==> src/hw/rtl/hbwa_pkg.sv <==
// Shared types and constants for the highlight-boosted weighted average block.
// No dependencies; imported by the datapath, controller and top-level modules.
`default_nettype none
package hbwa_pkg;
    localparam int unsigned NUM_CH     = 4;
    localparam int unsigned SUM_BITS   = 64;
    localparam int unsigned TOT_BITS   = 48;
    localparam int unsigned THR_BITS   = 24;
    localparam int unsigned GAIN_BITS  = 16;
    localparam int unsigned CFG_BITS   = 24;
    localparam logic [16:0] LUMA_COEF_R = 17'd13933;
    localparam logic [16:0] LUMA_COEF_G = 17'd46871;
    localparam logic [16:0] LUMA_COEF_B = 17'd4732;
    localparam logic CFG_IDX_THRESHOLD = 1'b0;
    localparam logic CFG_IDX_GAIN      = 1'b1;

    // Commands from the controller to the datapath.
    typedef struct packed {
        logic tap_load;   // capture an accepted tap
        logic luma;       // form luminance and boost factor
        logic boost;      // scale the weights
        logic accum;      // add into the accumulators
        logic div_start;  // load the dividers
        logic div_step;   // one quotient bit per channel
        logic div_done;   // round, saturate, present and clear
    } hbwa_cmd_t;

    // Status from the datapath.
    typedef struct packed {
        logic last;
    } hbwa_stat_t;
endpackage
`default_nettype wire

==> src/hw/rtl/hbwa_ctrl.sv <==
// Controller state machine: sequences tap capture, boost, accumulate and
// the final division. Depends on hbwa_pkg.
`default_nettype none
module hbwa_ctrl
    import hbwa_pkg::*;
(
    input  wire logic       clk,
    input  wire logic       rst_n,
    input  wire logic       in_valid,
    output logic            in_stall,
    output logic            out_valid,
    input  wire logic       out_stall,
    input  wire hbwa_stat_t stat,
    output hbwa_cmd_t       cmd
);
    typedef enum logic [5:0] {
        ST_IDLE  = 6'b000001,
        ST_LUMA  = 6'b000010,
        ST_FACT  = 6'b000100,
        ST_BOOST = 6'b001000,
        ST_ACCUM = 6'b010000,
        ST_DIV   = 6'b100000
    } state_t;

    state_t     state_reg, state_next;
    logic [6:0] cnt_reg, cnt_next;
    logic       ov_reg, ov_next;

    // Accept only when idle; a waiting result word sits in its own register.
    assign in_stall  = (state_reg != ST_IDLE);
    assign out_valid = ov_reg;

    always_comb
    begin
        state_next = state_reg;
        cnt_next   = cnt_reg;
        ov_next    = ov_reg && out_stall;
        cmd        = '0;
        case (state_reg)
            ST_IDLE:
            begin
                if (in_valid && !in_stall)
                begin
                    cmd.tap_load = 1'b1;
                    state_next   = ST_LUMA;
                end
            end
            ST_LUMA:
            begin
                cmd.luma   = 1'b1;
                state_next = ST_FACT;
            end
            ST_FACT:  state_next = ST_BOOST;
            ST_BOOST:
            begin
                cmd.boost  = 1'b1;
                state_next = ST_ACCUM;
            end
            ST_ACCUM:
            begin
                cmd.accum = 1'b1;
                if (stat.last)
                begin
                    cnt_next   = '0;
                    state_next = ST_DIV;
                end
                else
                    state_next = ST_IDLE;
            end
            ST_DIV:
            begin
                // Load after the accumulators settle, 64 steps, then present.
                if (cnt_reg == 7'd0)
                begin
                    cmd.div_start = 1'b1;
                    cnt_next      = cnt_reg + 7'd1;
                end
                else if (cnt_reg == 7'd65)
                begin
                    if (!(ov_reg && out_stall))
                    begin
                        cmd.div_done = 1'b1;
                        ov_next      = 1'b1;
                        state_next   = ST_IDLE;
                    end
                end
                else
                begin
                    cmd.div_step = 1'b1;
                    cnt_next     = cnt_reg + 7'd1;
                end
            end
            default: state_next = ST_IDLE;
        endcase
    end

    always_ff @(posedge clk or negedge rst_n)
    begin
        if (!rst_n)
        begin
            state_reg <= ST_IDLE;
            cnt_reg   <= '0;
            ov_reg    <= 1'b0;
        end
        else
        begin
            state_reg <= state_next;
            cnt_reg   <= cnt_next;
            ov_reg    <= ov_next;
        end
    end
endmodule
`default_nettype wire

==> config.mk <==
export PLATFORM = sky130hd
export DESIGN_NAME = hbwa_ctrl
export DESIGN_NICKNAME = d
export VERILOG_FILES = /design/src/hw/rtl/hbwa_pkg.sv /design/src/hw/rtl/hbwa_ctrl.sv
export SDC_FILE = /design/constraint.sdc
export NUM_CORES = 1
export LEC_CHECK = 0
export BUFFER_PORTS_ARGS = -buffer_cell sky130_fd_sc_hd__buf_2
export CAP_MARGIN = 20
export CELL_PAD_IN_SITES_DETAIL_PLACEMENT = 1
export CELL_PAD_IN_SITES_GLOBAL_PLACEMENT = 2
export CORE_UTILIZATION = 33
export DETAILED_ROUTE_END_ITERATION = 12
export PLACE_DENSITY_LB_ADDON = 0.1
export SYNTH_ARGS = -nofsm -noshare
export SYNTH_HDL_FRONTEND = slang
export SYNTH_SLANG_ARGS = --single-unit
==> constraint.sdc <==
create_clock -name clk -period 2.65 [get_ports clk]
set_clock_uncertainty 0.2 [all_clocks]
set_input_delay 0.53 -clock clk [delete_from_list [all_inputs] [get_ports clk]]
set_output_delay 0.53 -clock clk [all_outputs]
set_load 0.03 [all_outputs]
==> run_results.csv <==
group,metric,value,unit
finish,layout-drive-gt1-share,27.52,%
hold_path,hold_depth,2,
die,fp.dieArea,0.002774,mm²
hold_path,worst_hold_path_type,"input port to register",
clock_network,tritoncts_num_sinks,14,
setup_path,worst_r2r_startpoint,"state_reg[5]$_DFFE_PN0P_",
place,post_dp_cell_area,954.7,µm²
pwr,total_leakage_power,0.5114,nW
setup_path,reg2reg_to,"cnt_reg[2]$_DFFE_PN0P_",
clock_network,cts_root_buffer,"sky130_fd_sc_hd__clkbuf_4",
timing,final.period_utilization,95.99,%
clock_network,number_of_buffers_created_by_cts,3,
timing,final.setup.tns,0,ps
timing,setup_repair_after_global_routing_missed_its_margin,"false",
clock_network,worstSkewPairLatency,280,ps
die,design.portCount,14,
setup_path,worstSetupStartpointType,"register",
yosys,synth.area.top_cells,"sky130_fd_sc_hd__dfrtp_1, sky130_fd_sc_hd__nand3_1, sky130_fd_sc_hd__ha_1",
routing,drt_drc_violations_left,0,
flow_run,max-cap-violations,0,
grt,grt_pass1_wl,3429,µm
yosys,syn-cell-area,847.1,µm²
place,io_buffer_count,13,
yosys,yosys_register_bits,14,
yosys,syn_warnings,0,
yosys,synthTopCellsByCount,"sky130_fd_sc_hd__dfrtp_1, sky130_fd_sc_hd__nand3_1, sky130_fd_sc_hd__nor2_1",
yosys,synth_top_area_cell,"sky130_fd_sc_hd__dfrtp_1",
pwr,worst_vdd_rail_ir_drop,0.5037,mV
timing,hold_slack,284.6,ps
yosys,synth_largest_type_area_fraction,38.40,%
clock_network,htreeDepth,1,
grt,grt_antenna_before_repair,0,
grt,maximum_number_of_pins_on_one_net_before_global_route_repair,15,
yosys,syn_nets,98,
yosys,synth_simple_gate_area_share,33.23,%
place,place.gp.congestion,0.7056,
yosys,muxShareOfSynthArea,0,%
hold_path,worstHoldStart,"stat",
routing,dr_total_vias,740,
yosys,synth_compound_area_share,15.21,%
setup_path,r2r_setup_slack,560,ps
routing,detail_route.wl_per_cell,14.64,µm
routing,vias_cell,5.401,
timing,slew_limit_fails,0,
clock_network,cts_tree,"built",
grt,grt_pass1_vias,742,
yosys,syn_avg_cell_area,9.412,µm²
finish,final.fill_count,286,
setup_path,crit_fanout,7,
timing,worst-slew-pin-transition,468.9,ps
setup_path,cp-end-kind,"output port",
yosys,synthesis.instances,90,
pwr,powerDensity,854.4,mW/mm²
yosys,synth_fa_ha_area_share,4.431,%
die,x_dimension_of_the_die,52.67,µm
yosys,dominant_combinational_cell_family_by_area_after_synthesis,"simple AND/OR/NAND/NOR gates",
finish,flow.area_growth_from_synthesis,20.24,%
timing,finalSetupViolations,0,
outcome,status,"finished clean",
die,row_count,17,
die,start_util,36.54,%
setup_path,r2r_cells,4,
finish,largest_register_ff_count,7,
clock_network,cts_buffer_depth,2,
setup_path,critical_path_arrival,1810,ps
routing,route.final.wire_length,2006,µm
finish,antenna_cells,0,
die,core_area,0.002318,mm²
yosys,synth_top_flop_cell,"sky130_fd_sc_hd__dfrtp_1",
finish,nets,118,
clock_network,clk_pin_slew,90,ps
die,dieHeight,52.67,µm
timing,fmax,0.3931,GHz
yosys,synth_xor_xnor_area_share,2.068,%
grt,groute.usage.overall,17.50,%
place,post-dp-hpwl,1536,µm
finish,combined_area_of_the_multi_input_logic_cells,465.4,µm²
timing,timing.final.hold_violations,0,
grt,global_route.overflow_total,0,
finish,stdcell_area,0.001018,mm²
yosys,ys_types,34,
setup_path,cp.required,1920,ps
routing,detail_route.iter0.violations,4,
timing,slew-limit-headroom,68.45,%
hold_path,whs_endpoint,"state_reg[5]$_DFFE_PN0P_",
setup_path,class_of_the_most_critical_setup_path,"register to output port",
yosys,seq_area_frac_synth,41.51,%
timing,period_minus_slack,2544,ps
yosys,synth-async-reset-ratio,100.0,%
yosys,synth_edf_count,0,
routing,final_antenna_net_count,0,
routing,first_pass_iters,2,
finish,sequential_cell_area,354.1,µm²
yosys,synth_most_common_cell,"sky130_fd_sc_hd__dfrtp_1",
-- how the worst max path moves through the flow --
stage | slack, ps | start | end
2_1_floorplan | 80 | state_reg[2]$_DFFE_PN0P_ | cmd[6]
3_3_place_gp | 410 | cnt_reg[2]$_DFFE_PN0P_ | cmd[0]
3_5_place_dp | 370 | state_reg[2]$_DFFE_PN0P_ | cmd[6]
4_1_cts | 40 | state_reg[2]$_DFFE_PN0P_ | cmd[6]
5_1_grt | 2 | state_reg[5]$_DFFE_PN0P_ | cmd[4]
6_report | 110 | cnt_reg[2]$_DFFE_PN0P_ | cmd[0]
-- cell families after synthesis --
kind of cell,count (synthesis)
AO/OA/AOI/OAI,16
buffers and inverters,8
XOR/XNOR,2
adder cells (fa/ha/maj),3
AND/OR/NAND/NOR,47
flip-flops,14
-- per-layer routing --
metal / up-vias / GRT usage [%] / routed length [µm]
met1: 353 / 21.65 / 951
met3: 2 / 1.739 / 36
met5: - / 0 / 0
li1: 377 / - / -
met2: 8 / 29.54 / 990
met4: 0 / 9.211 / 27
-- metrics by stage --
step           utilization [%]  std cells  setup WS (ps)   power, W
2_1_floorplan                -         90          77.58  0.0005946
3_3_place_gp             41.18        130          406.6  0.0006854
3_5_place_dp             41.18        130          370.6  0.0006954
4_1_cts                  43.17        135          35.65  0.0008620
5_1_grt                  43.93        137          1.517  0.0009461
6_report                 43.93        137          106.3  0.0008702
-- cell usage in the layout, fill, tap and decap left out, types with 2 or more instances in the layout --
master,count
sky130_fd_sc_hd__and3_1,5
sky130_fd_sc_hd__buf_4,5
sky130_fd_sc_hd__nand3_1,9
sky130_fd_sc_hd__dfrtp_2,2
sky130_fd_sc_hd__nor4bb_1,3
sky130_fd_sc_hd__clkbuf_4,3
sky130_fd_sc_hd__o211ai_1,2
sky130_fd_sc_hd__a31oi_1,3
sky130_fd_sc_hd__nor3_1,3
sky130_fd_sc_hd__dfrtp_1,11
sky130_fd_sc_hd__xor2_1,2
sky130_fd_sc_hd__nor2_1,7
sky130_fd_sc_hd__or3_1,3
sky130_fd_sc_hd__inv_1,4
sky130_fd_sc_hd__o21ai_0,4
sky130_fd_sc_hd__buf_2,13
sky130_fd_sc_hd__nand2_1,6
sky130_fd_sc_hd__ha_1,3
-- worst max-delay path: stages, from the launching register on --
cell	delay, ps
sky130_fd_sc_hd__dfrtp_2	460
sky130_fd_sc_hd__or4_4	570
sky130_fd_sc_hd__nor2_1	160
sky130_fd_sc_hd__and3_1	160
sky130_fd_sc_hd__buf_2	190
-- power breakdown --
group,leakage (nW),switching (W),internal [W]
logic,0.314,0.000204,0.000155
clock network,0.0210,0.0000745,0.0000835
registers,0.177,0.0000794,0.000274
-- what timing repair did --
item | in CTS | in global routing
endpoints found under the setup margin | 0 | 3
hold endpoints to repair | 13 | 0
hold buffers | 1 | 0
setup buffers | 0 | 2
resized for setup | 0 | 2
-- area by class of cell --
cell class,count,share of cell area (%)
Timing Repair Buffer,19,11.06
Inverter,4,1.474
Sequential cell,14,34.77
Multi-Input combinational cell,68,45.70
Clock buffer,4,3.563
Tap cell,28,3.440
Note: power is estimated with default switching activity, not from simulation.
